--- src/cbp_pkg.sv ---
// Shared types and constants for the residue combiner and bit packer.
`timescale 1ns / 1ps

package cbp_pkg;

    // Configuration register indexes
    localparam int CFG_IDX_W = 2;
    localparam logic [CFG_IDX_W-1:0] CFG_MODULUS_LOW  = 2'd0;
    localparam logic [CFG_IDX_W-1:0] CFG_MODULUS_HIGH = 2'd1;
    localparam logic [CFG_IDX_W-1:0] CFG_INVERSE      = 2'd2;

    // Reset values, truncated to the limb width where they are used
    localparam logic [27:0] MODULUS_RESET = 28'h7FF_FFFF;
    localparam logic [27:0] INVERSE_RESET = 28'h000_0001;

    // Front sequencer: one-hot
    typedef enum logic [5:0] {
        F_IDLE   = 6'b000001,
        F_REDUCE = 6'b000010,
        F_DIFF   = 6'b000100,
        F_MULMOD = 6'b001000,
        F_PROD   = 6'b010000,
        F_PUSH   = 6'b100000
    } t_front_state;

    // Back packer: one-hot
    typedef enum logic [1:0] {
        B_IDLE = 2'b01,
        B_EMIT = 2'b10
    } t_back_state;

endpackage

--- src/cbp_front.sv ---
// Front: accepts residue pairs and rebuilds the value by Garner's method.
`timescale 1ns / 1ps

module cbp_front #(
    parameter int LIMB_WIDTH = 27,
    parameter int WIRE_WIDTH = 54
) (
    input  logic                  i_clk,
    input  logic                  i_rst_n,
    input  logic                  i_valid,
    output logic                  o_ready,
    input  logic [LIMB_WIDTH-1:0] i_residue_low,
    input  logic [LIMB_WIDTH-1:0] i_residue_high,
    input  logic                  i_last,
    input  logic [LIMB_WIDTH-1:0] i_modulus_low,
    input  logic [LIMB_WIDTH-1:0] i_modulus_high,
    input  logic [LIMB_WIDTH-1:0] i_inverse,
    output logic                  o_push_valid,
    input  logic                  i_push_ready,
    output logic [WIRE_WIDTH-1:0] o_value,
    output logic                  o_last
);

    localparam int CW    = (LIMB_WIDTH > 1) ? $clog2(LIMB_WIDTH) : 1;
    localparam int SUM_W = 2 * LIMB_WIDTH + 1;
    localparam int EXT_W = (SUM_W > WIRE_WIDTH) ? SUM_W : WIRE_WIDTH;

    cbp_pkg::t_front_state r_state, n_state;

    logic [LIMB_WIDTH-1:0]   r_rlo, r_rhi;
    logic                    r_last;
    logic [LIMB_WIDTH-1:0]   r_a, r_b, r_d, r_h;
    logic [CW-1:0]           r_cnt;
    logic [2*LIMB_WIDTH-1:0] r_prod;

    logic [LIMB_WIDTH:0] m_ext;
    logic [LIMB_WIDTH:0] a_sh, b_sh, a_red, b_red;
    logic [LIMB_WIDTH:0] d_sum;
    logic [LIMB_WIDTH:0] t_dbl, t_red, u_add, u_red;
    logic [EXT_W-1:0]    sum_ext;
    logic                m_small;

    assign m_ext   = {1'b0, i_modulus_low};
    assign m_small = (i_modulus_low < LIMB_WIDTH'(2));

    always_comb begin
        // restoring reduction, one bit of each residue per cycle
        a_sh  = {r_a, r_rlo[r_cnt]};
        b_sh  = {r_b, r_rhi[r_cnt]};
        a_red = (a_sh >= m_ext) ? (a_sh - m_ext) : a_sh;
        b_red = (b_sh >= m_ext) ? (b_sh - m_ext) : b_sh;
        // difference mod m
        d_sum = (r_a >= r_b) ? ({1'b0, r_a} - {1'b0, r_b})
                             : ({1'b0, r_a} + m_ext - {1'b0, r_b});
        // double-and-add modular multiply, one inverse bit per cycle
        t_dbl = {r_h, 1'b0};
        t_red = (t_dbl >= m_ext) ? (t_dbl - m_ext) : t_dbl;
        u_add = t_red + (i_inverse[r_cnt] ? {1'b0, r_d} : '0);
        u_red = (u_add >= m_ext) ? (u_add - m_ext) : u_add;
        sum_ext = EXT_W'(r_rhi) + EXT_W'(r_prod);
    end

    always_comb begin
        n_state = r_state;
        unique case (r_state)
            cbp_pkg::F_IDLE:   if (i_valid) n_state = cbp_pkg::F_REDUCE;
            cbp_pkg::F_REDUCE: if (r_cnt == '0) n_state = cbp_pkg::F_DIFF;
            cbp_pkg::F_DIFF:   n_state = m_small ? cbp_pkg::F_PROD : cbp_pkg::F_MULMOD;
            cbp_pkg::F_MULMOD: if (r_cnt == '0) n_state = cbp_pkg::F_PROD;
            cbp_pkg::F_PROD:   n_state = cbp_pkg::F_PUSH;
            cbp_pkg::F_PUSH:   if (i_push_ready) n_state = cbp_pkg::F_IDLE;
            default:           n_state = cbp_pkg::F_IDLE;
        endcase
    end

    always_ff @(posedge i_clk) begin
        if (!i_rst_n) begin
            r_state <= cbp_pkg::F_IDLE;
        end else begin
            r_state <= n_state;
        end
    end

    always_ff @(posedge i_clk) begin
        unique case (r_state)
            cbp_pkg::F_IDLE: begin
                r_rlo  <= i_residue_low;
                r_rhi  <= i_residue_high;
                r_last <= i_last;
                r_a    <= '0;
                r_b    <= '0;
                r_cnt  <= CW'(LIMB_WIDTH - 1);
            end
            cbp_pkg::F_REDUCE: begin
                r_a   <= a_red[LIMB_WIDTH-1:0];
                r_b   <= b_red[LIMB_WIDTH-1:0];
                r_cnt <= r_cnt - CW'(1);
            end
            cbp_pkg::F_DIFF: begin
                r_d   <= d_sum[LIMB_WIDTH-1:0];
                r_h   <= '0;
                r_cnt <= CW'(LIMB_WIDTH - 1);
            end
            cbp_pkg::F_MULMOD: begin
                r_h   <= u_red[LIMB_WIDTH-1:0];
                r_cnt <= r_cnt - CW'(1);
            end
            cbp_pkg::F_PROD: begin
                r_prod <= i_modulus_high * r_h;
            end
            cbp_pkg::F_PUSH: begin
                r_cnt <= r_cnt;
            end
            default: begin
                r_cnt <= r_cnt;
            end
        endcase
    end

    // final add runs off the product register while the value waits in push
    assign o_ready      = (r_state == cbp_pkg::F_IDLE);
    assign o_push_valid = (r_state == cbp_pkg::F_PUSH);
    assign o_value      = sum_ext[WIRE_WIDTH-1:0];
    assign o_last       = r_last;

endmodule

--- src/cbp_queue.sv ---
// Two-entry queue between the front and the back.
`timescale 1ns / 1ps

module cbp_queue #(
    parameter int WIDTH = 55
) (
    input  logic             i_clk,
    input  logic             i_rst_n,
    input  logic             i_push,
    output logic             o_push_ready,
    input  logic [WIDTH-1:0] i_data,
    output logic             o_pop_valid,
    input  logic             i_pop,
    output logic [WIDTH-1:0] o_data
);

    logic [WIDTH-1:0] r_mem [2];
    logic             r_wp, r_rp;
    logic [1:0]       r_cnt;
    logic             do_push, do_pop;

    assign o_push_ready = (r_cnt != 2'd2);
    assign o_pop_valid  = (r_cnt != 2'd0);
    assign do_push      = i_push && o_push_ready;
    assign do_pop       = i_pop && o_pop_valid;
    assign o_data       = r_mem[r_rp];

    always_ff @(posedge i_clk) begin
        if (!i_rst_n) begin
            r_wp  <= 1'b0;
            r_rp  <= 1'b0;
            r_cnt <= 2'd0;
        end else begin
            if (do_push) r_wp <= ~r_wp;
            if (do_pop)  r_rp <= ~r_rp;
            r_cnt <= r_cnt + {1'b0, do_push} - {1'b0, do_pop};
        end
    end

    always_ff @(posedge i_clk) begin
        if (do_push) r_mem[r_wp] <= i_data;
    end

endmodule

--- src/cbp_back.sv ---
// Back: appends values MSB first to the bit stream and emits whole bytes.
`timescale 1ns / 1ps

module cbp_back #(
    parameter int WIRE_WIDTH = 54
) (
    input  logic                  i_clk,
    input  logic                  i_rst_n,
    input  logic                  i_valid,
    output logic                  o_pop,
    input  logic [WIRE_WIDTH-1:0] i_value,
    input  logic                  i_last,
    output logic                  o_valid,
    input  logic                  i_ready,
    output logic [7:0]            o_byte,
    output logic                  o_last
);

    localparam int BW = WIRE_WIDTH + 7;
    localparam int RW = $clog2(BW + 1);

    cbp_pkg::t_back_state r_state, n_state;

    // pending bits sit left aligned at the top of r_buf, zeros below
    logic [BW-1:0] r_buf, n_buf;
    logic [RW-1:0] r_rem, n_rem;
    logic          r_last_item;
    logic          r_out_valid;
    logic [7:0]    r_out_byte;
    logic          r_out_last;

    logic          out_free, emit, done;
    logic [RW-1:0] rem_less;

    assign out_free = !r_out_valid || i_ready;
    assign emit     = (r_state == cbp_pkg::B_EMIT) && out_free;
    assign o_pop    = (r_state == cbp_pkg::B_IDLE) && i_valid;
    assign rem_less = r_rem - RW'(8);

    always_comb begin
        n_state = r_state;
        n_buf   = r_buf;
        n_rem   = r_rem;
        done    = 1'b0;
        unique case (r_state)
            cbp_pkg::B_IDLE: begin
                if (i_valid) begin
                    n_buf   = r_buf | (BW'(i_value) << (3'd7 - r_rem[2:0]));
                    n_rem   = r_rem + RW'(WIRE_WIDTH);
                    n_state = cbp_pkg::B_EMIT;
                end
            end
            cbp_pkg::B_EMIT: begin
                if (r_rem >= RW'(8)) begin
                    n_buf = r_buf << 8;
                    n_rem = rem_less;
                    done  = (rem_less < RW'(8)) && (!r_last_item || rem_less == '0);
                end else begin
                    // flush the partial byte, zero padded
                    n_buf = '0;
                    n_rem = '0;
                    done  = 1'b1;
                end
                if (!emit) begin
                    n_buf = r_buf;
                    n_rem = r_rem;
                end else if (done) begin
                    n_state = cbp_pkg::B_IDLE;
                end
            end
            default: n_state = cbp_pkg::B_IDLE;
        endcase
    end

    always_ff @(posedge i_clk) begin
        if (!i_rst_n) begin
            r_state     <= cbp_pkg::B_IDLE;
            r_buf       <= '0;
            r_rem       <= '0;
            r_out_valid <= 1'b0;
        end else begin
            r_state <= n_state;
            r_buf   <= n_buf;
            r_rem   <= n_rem;
            if (emit) begin
                r_out_valid <= 1'b1;
            end else if (i_ready) begin
                r_out_valid <= 1'b0;
            end
        end
    end

    always_ff @(posedge i_clk) begin
        if (o_pop) r_last_item <= i_last;
        if (emit) begin
            r_out_byte <= r_buf[BW-1 -: 8];
            r_out_last <= done;
        end
    end

    assign o_valid = r_out_valid;
    assign o_byte  = r_out_byte;
    assign o_last  = r_out_last;

endmodule

--- src/crt_combine_bit_packer_core.sv ---
// Top level: two-modulus residue combiner feeding an MSB-first byte packer.
`timescale 1ns / 1ps
//
// Slave stream: one beat per coefficient. tdata carries residue_low in the low
// LIMB_WIDTH bits and residue_high above it; tlast marks the final coefficient.
// Master stream: one beat per packed byte. tdata is the byte, tlast is high on
// the final byte caused by an input beat.
// Config port: write i_cfg_wdata to register i_cfg_index when i_cfg_we is high
// (0 modulus_low, 1 modulus_high, 2 inverse of modulus_high mod modulus_low).
// Write only while the block is idle.
// The front takes one coefficient at a time; the modular reduction and the
// modular multiply are bit-serial, and with modulus_low below 2 the multiply
// is skipped. A taken beat passes the reduce, difference, multiply, product
// and push states, the queue and the back's load before its first byte is
// offered. The back loads a value while idle, then emits its bytes, holding
// while the output beat is not taken; it pops no new value until its last
// byte is emitted.
// A two-entry queue sits between them, so the front keeps working while the
// master side stalls until the queue is full; a stalled output beat holds its
// byte until taken. Reset (synchronous, active low) clears the pending bits
// and loads the default registers.
//
module crt_combine_bit_packer_core #(
    parameter int WIRE_WIDTH = 54,
    parameter int LIMB_WIDTH = 27
) (
    input  logic                                 i_clk,
    input  logic                                 i_rst_n,
    input  logic                                 i_s_tvalid,
    output logic                                 o_s_tready,
    // residue_low, residue_high, zero fill
    input  logic [((2*LIMB_WIDTH+7)/8)*8-1:0]    i_s_tdata,
    input  logic                                 i_s_tlast,
    output logic                                 o_m_tvalid,
    input  logic                                 i_m_tready,
    // out_byte
    output logic [7:0]                           o_m_tdata,
    output logic                                 o_m_tlast,
    input  logic                                 i_cfg_we,
    input  logic [cbp_pkg::CFG_IDX_W-1:0]        i_cfg_index,
    input  logic [LIMB_WIDTH-1:0]                i_cfg_wdata
);

    logic [LIMB_WIDTH-1:0] r_modulus_low, r_modulus_high, r_inverse;

    logic                  push_valid, push_ready;
    logic [WIRE_WIDTH-1:0] push_value;
    logic                  push_last;
    logic                  pop_valid, pop;
    logic [WIRE_WIDTH:0]   pop_data;

    // Config registers; indexes beyond the list are dropped
    always_ff @(posedge i_clk) begin
        if (!i_rst_n) begin
            r_modulus_low  <= LIMB_WIDTH'(cbp_pkg::MODULUS_RESET);
            r_modulus_high <= LIMB_WIDTH'(cbp_pkg::MODULUS_RESET);
            r_inverse      <= LIMB_WIDTH'(cbp_pkg::INVERSE_RESET);
        end else if (i_cfg_we) begin
            case (i_cfg_index)
                cbp_pkg::CFG_MODULUS_LOW:  r_modulus_low  <= i_cfg_wdata;
                cbp_pkg::CFG_MODULUS_HIGH: r_modulus_high <= i_cfg_wdata;
                cbp_pkg::CFG_INVERSE:      r_inverse      <= i_cfg_wdata;
                default: ;
            endcase
        end
    end

    // Front: Garner reconstruction, one beat in flight
    cbp_front #(
        .LIMB_WIDTH (LIMB_WIDTH),
        .WIRE_WIDTH (WIRE_WIDTH)
    ) u_front (
        .i_clk          (i_clk),
        .i_rst_n        (i_rst_n),
        .i_valid        (i_s_tvalid),
        .o_ready        (o_s_tready),
        .i_residue_low  (i_s_tdata[LIMB_WIDTH-1:0]),
        .i_residue_high (i_s_tdata[2*LIMB_WIDTH-1:LIMB_WIDTH]),
        .i_last         (i_s_tlast),
        .i_modulus_low  (r_modulus_low),
        .i_modulus_high (r_modulus_high),
        .i_inverse      (r_inverse),
        .o_push_valid   (push_valid),
        .i_push_ready   (push_ready),
        .o_value        (push_value),
        .o_last         (push_last)
    );

    // Queue decouples reconstruction from byte emission
    cbp_queue #(
        .WIDTH (WIRE_WIDTH + 1)
    ) u_queue (
        .i_clk        (i_clk),
        .i_rst_n      (i_rst_n),
        .i_push       (push_valid),
        .o_push_ready (push_ready),
        .i_data       ({push_last, push_value}),
        .o_pop_valid  (pop_valid),
        .i_pop        (pop),
        .o_data       (pop_data)
    );

    // Back: bit packer with a registered output beat
    cbp_back #(
        .WIRE_WIDTH (WIRE_WIDTH)
    ) u_back (
        .i_clk   (i_clk),
        .i_rst_n (i_rst_n),
        .i_valid (pop_valid),
        .o_pop   (pop),
        .i_value (pop_data[WIRE_WIDTH-1:0]),
        .i_last  (pop_data[WIRE_WIDTH]),
        .o_valid (o_m_tvalid),
        .i_ready (i_m_tready),
        .o_byte  (o_m_tdata),
        .o_last  (o_m_tlast)
    );

endmodule
--- config.mk ---
export PLATFORM = sky130hd
export DESIGN_NAME = crt_combine_bit_packer_core
export DESIGN_NICKNAME = d
export VERILOG_FILES = /design/src/cbp_pkg.sv /design/src/cbp_front.sv /design/src/cbp_queue.sv /design/src/cbp_back.sv /design/src/crt_combine_bit_packer_core.sv
export SDC_FILE = /design/constraint.sdc
export NUM_CORES = 2
export LEC_CHECK = 0
export BUFFER_PORTS_ARGS = -buffer_cell sky130_fd_sc_hd__buf_2
export CORE_MARGIN = 1
export CORE_UTILIZATION = 57
export DETAILED_ROUTE_END_ITERATION = 8
export HOLD_SLACK_MARGIN = 0.03
export PLACE_DENSITY_LB_ADDON = 0.25
export RECOVER_POWER = 25
export SYNTH_ARGS = -nofsm -noshare
export SYNTH_HDL_FRONTEND = slang
export SYNTH_SLANG_ARGS = --single-unit
export TNS_END_PERCENT = 50
--- constraint.sdc ---
create_clock -name i_clk -period 12.6 [get_ports i_clk]
set_input_delay 0.63 -clock i_clk [delete_from_list [all_inputs] [get_ports i_clk]]
set_output_delay 0.63 -clock i_clk [all_outputs]
set_load 0.05 [all_outputs]
* Word level (Yosys, flattened, before mapping)
Memory sizes are Yosys's and may differ from the RTL's. A register that Yosys moved wholly into a read port is not among the register bits.
Cells that the tools add are included.
** Operators by class
- $add $sub $neg :: 15
- Multipliers :: 1
- $lt $le $gt $ge :: 9
- Equal/unequal tests :: 18
- Shifts and indexed selects :: 1
- Muxes and demuxes :: 42
- Bitwise operators :: 3
- Reduce and logical (&&, ||, !) cells :: 26
** Operators with widths (number)
- 61-bit two-way mux :: 3
- 27-bit one-hot mux with 2 select lines :: 3
- 27-bit two-way mux :: 5
- 27-bit subtractor :: 5
- 61-bit one-hot mux with 2 select lines :: 1
- 28-bit by 27-bit >= comparator with 1-bit output :: 4
- 61-bit bitwise OR :: 1
- 54-bit by 3-bit left shift with 61-bit output :: 1
- 27-bit by 54-bit adder with 54-bit output :: 1
- 27-bit by 27-bit multiplier with 54-bit output :: 1
- 6-bit two-way mux :: 7
- 6-bit one-hot mux with 6 select lines :: 1
- 28-bit by 27-bit adder with 28-bit output :: 1
- 28-bit two-way mux :: 1
- 28-bit by 27-bit subtractor with 28-bit output :: 1
- 27-bit adder :: 1
- 27-bit >= comparator :: 1
- 27-bit by 2-bit less-than comparator with 1-bit output (second input constant) :: 1
- 1-bit binary-select mux with 5-bit select :: 3
- 6-bit one-hot mux with 2 select lines :: 1
- 2-bit nonzero test :: 6
- 1-bit two-way mux :: 11
- 5-bit one-hot mux with 2 select lines :: 1
- 2-bit by 1-bit != test with 1-bit output (second input constant) :: 4
- 32 further kinds :: 50
** Storage, ports and cells
- Bits in registers :: 393
- RAM bits :: 110
- Input port bits :: 91
- Output and inout port bits :: 11
- Memories :: 1
** Memory list
- u_queue.r_mem :: words 2, width 55, read ports 1, clocked after memory_dff 1, wr ports 1, line cbp_queue.sv:17 : logic [WIDTH-1:0] r_mem [2];

* Logic depth before layout (Yosys ltp)
- Depth after elaboration :: 9
- Gate-level depth with buffers :: 37

* Modules after synthesis
Synthesis repeated with hierarchy kept, for this count alone.
** Unflattened totals
- Cells, all modules :: 5997
- Area total of the unflattened synthesis :: 56775.7 µm²
** By module, submodules not included
- cbp_front :: times used 1, cells an instance 4990, area an instance 44627.8 µm², seq. area each 6786.5 µm²
- cbp_back :: times used 1, cells an instance 481, area an instance 4560.6 µm², seq. area each 1681.6 µm²
- cbp_queue :: times used 1, cells an instance 201, area an instance 4261.6 µm², seq. area each 3403.3 µm²
- crt_combine_bit_packer_core :: times used 1, cells an instance 325, area an instance 3325.7 µm², seq. area each 1621.6 µm²

* Worst setup path before layout
No wires, ideal clock.
- Kind :: register to register
- Start :: register u_front.r_h[0]
- End :: register u_front.r_h[17] (data pin)
- Setup time :: 0.270 ns
- Arrival :: 7.223 ns
- Required time :: 12.330 ns
- Slack :: 5.107 ns
- Stages on the path, launching flop included :: 34
- Buffers on the path :: 5
- Path through :: edfxtp_1 > clkbuf_1 > clkbuf_1 > inv_1 > fa_1 > nand2b_1 > a211oi_2 > o31ai_1 > o211ai_2 > o21ba_2 > a31oi_1 > nand2_1 > buf_1 > clkbuf_1 > a21oi_1 > ha_1 > or3_1 > or3_1 > o21ai_0 > o21ai_0 > nor2_1 > o21ai_0 > xor2_1 > ha_1 > a21o_1 > a21o_1 > a221oi_1 > a31oi_1 > a211oi_1 > or3b_1 > nand3b_1 > clkbuf_1 > nand3_1 > a21oi_1
** On the way
- Word-level cells in the longest chain between the ends :: 6
- Elaborated cells between the ends (all ways) :: 8
** Ends and longest elaborated chain
- start: declaration :: line cbp_front.sv:32 : logic [LIMB_WIDTH-1:0] r_a, r_b, r_d, r_h;
- start signal: assignment :: line cbp_front.sv:105 : r_h <= u_red[LIMB_WIDTH-1:0];
- 28-bit by 27-bit subtractor with 28-bit output or 28-bit by 27-bit >= comparator with 1-bit output (tied branches) :: line cbp_front.sv:57 : t_red = (t_dbl >= m_ext) ? (t_dbl - m_ext) : t_dbl;
- 28-bit two-way mux * :: line cbp_front.sv:57
- 28-bit by 27-bit adder with 28-bit output * :: line cbp_front.sv:58 : u_add = t_red + (i_inverse[r_cnt] ? {1'b0, r_d} : '0);
- 27-bit subtractor or 28-bit by 27-bit >= comparator with 1-bit output (tied branches) :: line cbp_front.sv:59 : u_red = (u_add >= m_ext) ? (u_add - m_ext) : u_add;
- 27-bit two-way mux * :: line cbp_front.sv:59
- 27-bit one-hot mux with 2 select lines * :: line cbp_front.sv:85 : unique case (r_state)
Mark *: on every way between the ends. The rest lies on a longest branch, timed or not.
A chain may end at the register's enable or synchronous reset.

* Worst setup path in the final report
- Start :: register u_front.r_h[4]
- End :: register u_front.r_h[24] (data pin)
Same word-level chain as after synthesis.

==> run metrics <==
post-route insts no fill 7435; crit path from u_front.r_h[4]$_SDFFCE_PN0P_; violated checks max-capacitance violations, max-slew violations; Core ar. 97300 um^2; Worst Hold Endpoint u_front.r_rhi[4]$_DFFE_PP_; Final ANT Viol Nets 0; Critical Path RT 12.90 ns; drt total wl 152000 um; endpoint class of the critical path flip-flop; post-route clock period utilization 81.8%; post-synthesis async set-or-reset flop share 0%; Die Ht 316 um; vias per cell 5.91; count of pins over their slew limit 358; register area share after synthesis 24.0%; Remaining Overflow, GRT 0; number of synthesized flops with an enable pin 342; initial antenna violation count 10; largest net degree at the start of global routing 82; RR Endpoint u_front.r_h[24]$_SDFFCE_PN0P_; ys flop type edfxtp_1; GRT Util Overall 30.7%; vias in the first global route 43200; Max Freq 97.0 MHz; Fin. Hold Viols 0; Slew @ Worst Pin 3.43 ns; CP arrival 10.61 ns; R2R Setup Slk 2.29 ns; IO Count 102; first-pass GRT wire length 239000 um; Setup WS pre-CTS 2.74 ns; skew final 0.0268 ns; R2R depth 27; Sink Count 503; syn_nets 7342; H-tree levels 2; CTS Buffer Depth 3; Worst-Skew Late Latency 0.66 ns; CP Launch Type flip-flop; status finished, violations left; hold_buf cts 0; total of max-cap violations 6; min-delay worst type in -> reg; DR DRC count 0; #FFs+latches synth 503; Die ar. 100000 um^2; RSZ-0062 raised after global routing false; Avg WL per Cell 20.4 um; final HPWL from detailed placement 115000 um; routability congestion estimate 0.940; TritonRoute pass-1 iters 6; # setup viols final 0; crit-path max FO 29; clock transition time at the flip-flop clock pins of the worst setup and hold paths 0.06 ns; layout cells sized above 1 6.11%; Starting DRT DRC Count 3587; root buffer cell clkbuf_16; Cells after DPL 7329; setup TNS 0 ns; YS warnings 0; Synth top area share 23.4%; Slew Limit Headroom -129%; Mean Syn Cell Area 9.11 um^2; cell taking the most area after synthesis fa_1; synth top area cells fa_1 (23%), edfxtp_1 (18%), ha_1 (9.3%); Site Rows 114; total number of vias 43900; RR Startpoint u_front.r_h[4]$_SDFFCE_PN0P_; Layout Area Growth over Synthesis 6.37%; Hold Path Stages 1; TritonCTS Buffers 54; Mapped Cells 6176; CTS tree yes; initial core utilization 57.8%; Die W 316 um; post-CTS sizing 0; Final min period 10.31 ns; Synth Cell Area 56300 um^2; number of library cell types mapped by synthesis 83; postcts setup bufs 0; hold_sp i_s_tdata[31]; # port buffers 99; fin nets 7275; final worst slack 2.29 ns; crit path kind reg -> reg
==> cell type report <==
class	instances	area (um^2)
antenna	4	10.0
clock buffer	69	1520
clock inverter	33	484
fill	8239	37400
inverter	948	3560
multi-input combinational	4425	38100
sequential	503	13500
tap	1276	1600
timing repair buffer	177	1040
==> synthesized netlist by cell type (all sizes together), types with 6 or more instances <==
library cell  instances
or4                   7
nand2b               36
a41oi                11
edfxtp              342
o211ai               55
a31o                  9
a21oi               324
a21o                104
buf                  28
a2111oi               6
o21a                 39
mux2                 63
nor2b                69
nand3               103
clkbuf              272
a211oi               37
a31oi                28
and4                  8
or3                  20
ha                  418
nor3                120
fa                  657
nand4                35
dfxtp               161
nor2                302
o21bai               39
xor2                 88
and3                 25
mux2i                75
xnor2               175
inv                 948
mux4                 21
o31ai                58
nand2               799
o31a                 10
or2                   9
nand3b               15
nor4                 24
a211o                10
and2                298
o21ai               224
o221ai                6
nor3b                 9
a21boi               32
==> critical path, stage by stage (launching register included) <==
cell and delay [ns]:
edfxtp_1 1.19, ha_1 0.48, a211oi_1 0.27, nor2_1 0.10, o31ai_1 0.40, o211ai_2 0.17
o21ba_2 0.26, a31oi_1 0.35, nand2_1 0.47, buf_4 0.38, mux2_2 0.30, ha_1 0.33
a21oi_1 0.23, o21ai_0 0.22, a221oi_1 0.71, a41oi_1 0.36, a21oi_1 0.28, ha_1 0.34
a21o_1 0.21, a21o_1 0.18, a21o_1 0.20, a221oi_1 0.37, a31oi_1 0.14, a211oi_1 0.26
or3b_1 0.39, and3b_1 1.06, or4_1 0.23, a21oi_1 0.08
==> placed cells by master, fill, tap and decap left out, types with 25 or more instances in the layout <==
| cell | Yosys | layout |
|---|---|---|
| nor2b_1 | 69 | 66 |
| a211oi_1 | 36 | 35 |
| and3_1 | 25 | 25 |
| a21oi_1 | 322 | 321 |
| nand3_1 | 103 | 103 |
| ha_1 | 418 | 418 |
| mux2i_1 | 75 | 75 |
| buf_4 | 3 | 72 |
| o211ai_1 | 54 | 54 |
| inv_1 | 947 | 946 |
| nand2b_1 | 36 | 36 |
| o21bai_1 | 39 | 39 |
| nand4_1 | 35 | 35 |
| a31oi_1 | 28 | 28 |
| xor2_1 | 88 | 88 |
| o31ai_1 | 56 | 56 |
| o21ai_0 | 222 | 222 |
| fa_1 | 657 | 657 |
| nor2_1 | 302 | 302 |
| mux2_2 | 62 | 62 |
| o21a_1 | 39 | 39 |
| a21boi_0 | 31 | 31 |
| nand2_1 | 799 | 797 |
| and2_1 | 297 | 292 |
| nor3_1 | 120 | 120 |
| buf_2 | 9 | 87 |
| clkbuf_16 | 0 | 57 |
| xnor2_1 | 175 | 175 |
| edfxtp_1 | 342 | 342 |
| a21o_1 | 104 | 104 |
| clkbuf_1 | 272 | 25 |
| dfxtp_1 | 161 | 158 |
==> flip-flops by register name, summed over array words and instances (netlist names), named ones only <==
name / count
u_front.r_d: 27
u_front.r_h: 27
u_front.r_prod: 54
u_queue.r_rp: 1
u_back.o_last: 1
u_front.r_state: 6
u_front.r_cnt: 5
u_front.o_last: 1
u_queue.r_cnt: 2
r_modulus_low: 27
r_modulus_high: 27
u_back.r_state: 2
r_inverse: 27
u_queue.r_wp: 1
u_front.r_a: 27
u_back.r_rem: 5
u_front.r_b: 27
u_back.r_buf: 61
u_front.r_rhi: 27
u_back.o_valid: 1
u_back.r_last_item: 1
u_queue.r_mem: 110
u_back.o_byte: 8
u_front.r_rlo: 27
==> through the flow <==
| stage | util (%) | instance area (um^2) | hold slack [ns] |
|---|---|---|---|
| floorplan | - | 56300 | 0.420 |
| global placement | 59.5 | 57900 | 0.425 |
| detailed placement | 59.5 | 57900 | 0.445 |
| CTS | 61.5 | 59900 | 0.120 |
| global route | 61.5 | 59800 | 0.125 |
| finish | 61.5 | 59800 | 0.150 |
==> metal layers <==
metal / part of all wire (%) / GRT usage [%] / vias to the layer above
li1: - / - / 20100
met4: 4.7 / 12.8 / 4
met3: 7.3 / 4.26 / 376
met1: 40 / 40.0 / 21800
met2: 48 / 51.4 / 1651
met5: 0.016 / 0 / -
==> kinds of logic (layout without fill, tap and decap cells) <==
group           count (synthesis)  after routing  share of synthesized area (%)
buf+inv                      1248           1227                           8.38
xor+xnor                      263            263                           4.09
simple gates                 1886           1886                           15.7
flops                         503            503                           24.0
compound gates               1042           1042                           11.7
mux                           159            159                           3.44
fa+ha+maj                    1075           1075                           32.7
other cells                     0              4                              0
==> worst max path at each step <==
| stage | endpoint | slack (ns) | depth (start not counted) |
|---|---|---|---|
| 5_1_grt | u_front.r_h[23]$_SDFFCE_PN0P_ | 1.72 | 31 |
| 3_5_place_dp | u_front.r_h[24]$_SDFFCE_PN0P_ | 2.74 | 29 |
| 3_3_place_gp | u_front.r_h[24]$_SDFFCE_PN0P_ | 2.90 | 30 |
| 2_1_floorplan | u_front.r_h[17]$_SDFFCE_PN0P_ | 5.11 | 33 |
| 4_1_cts | u_front.r_h[23]$_SDFFCE_PN0P_ | 2.71 | 29 |
| 6_report | u_front.r_h[24]$_SDFFCE_PN0P_ | 2.29 | 27 |
Power is left out: the tool's default activity adds up to more than one toggle a clock period on the data nets, which glitch-free logic cannot reach.
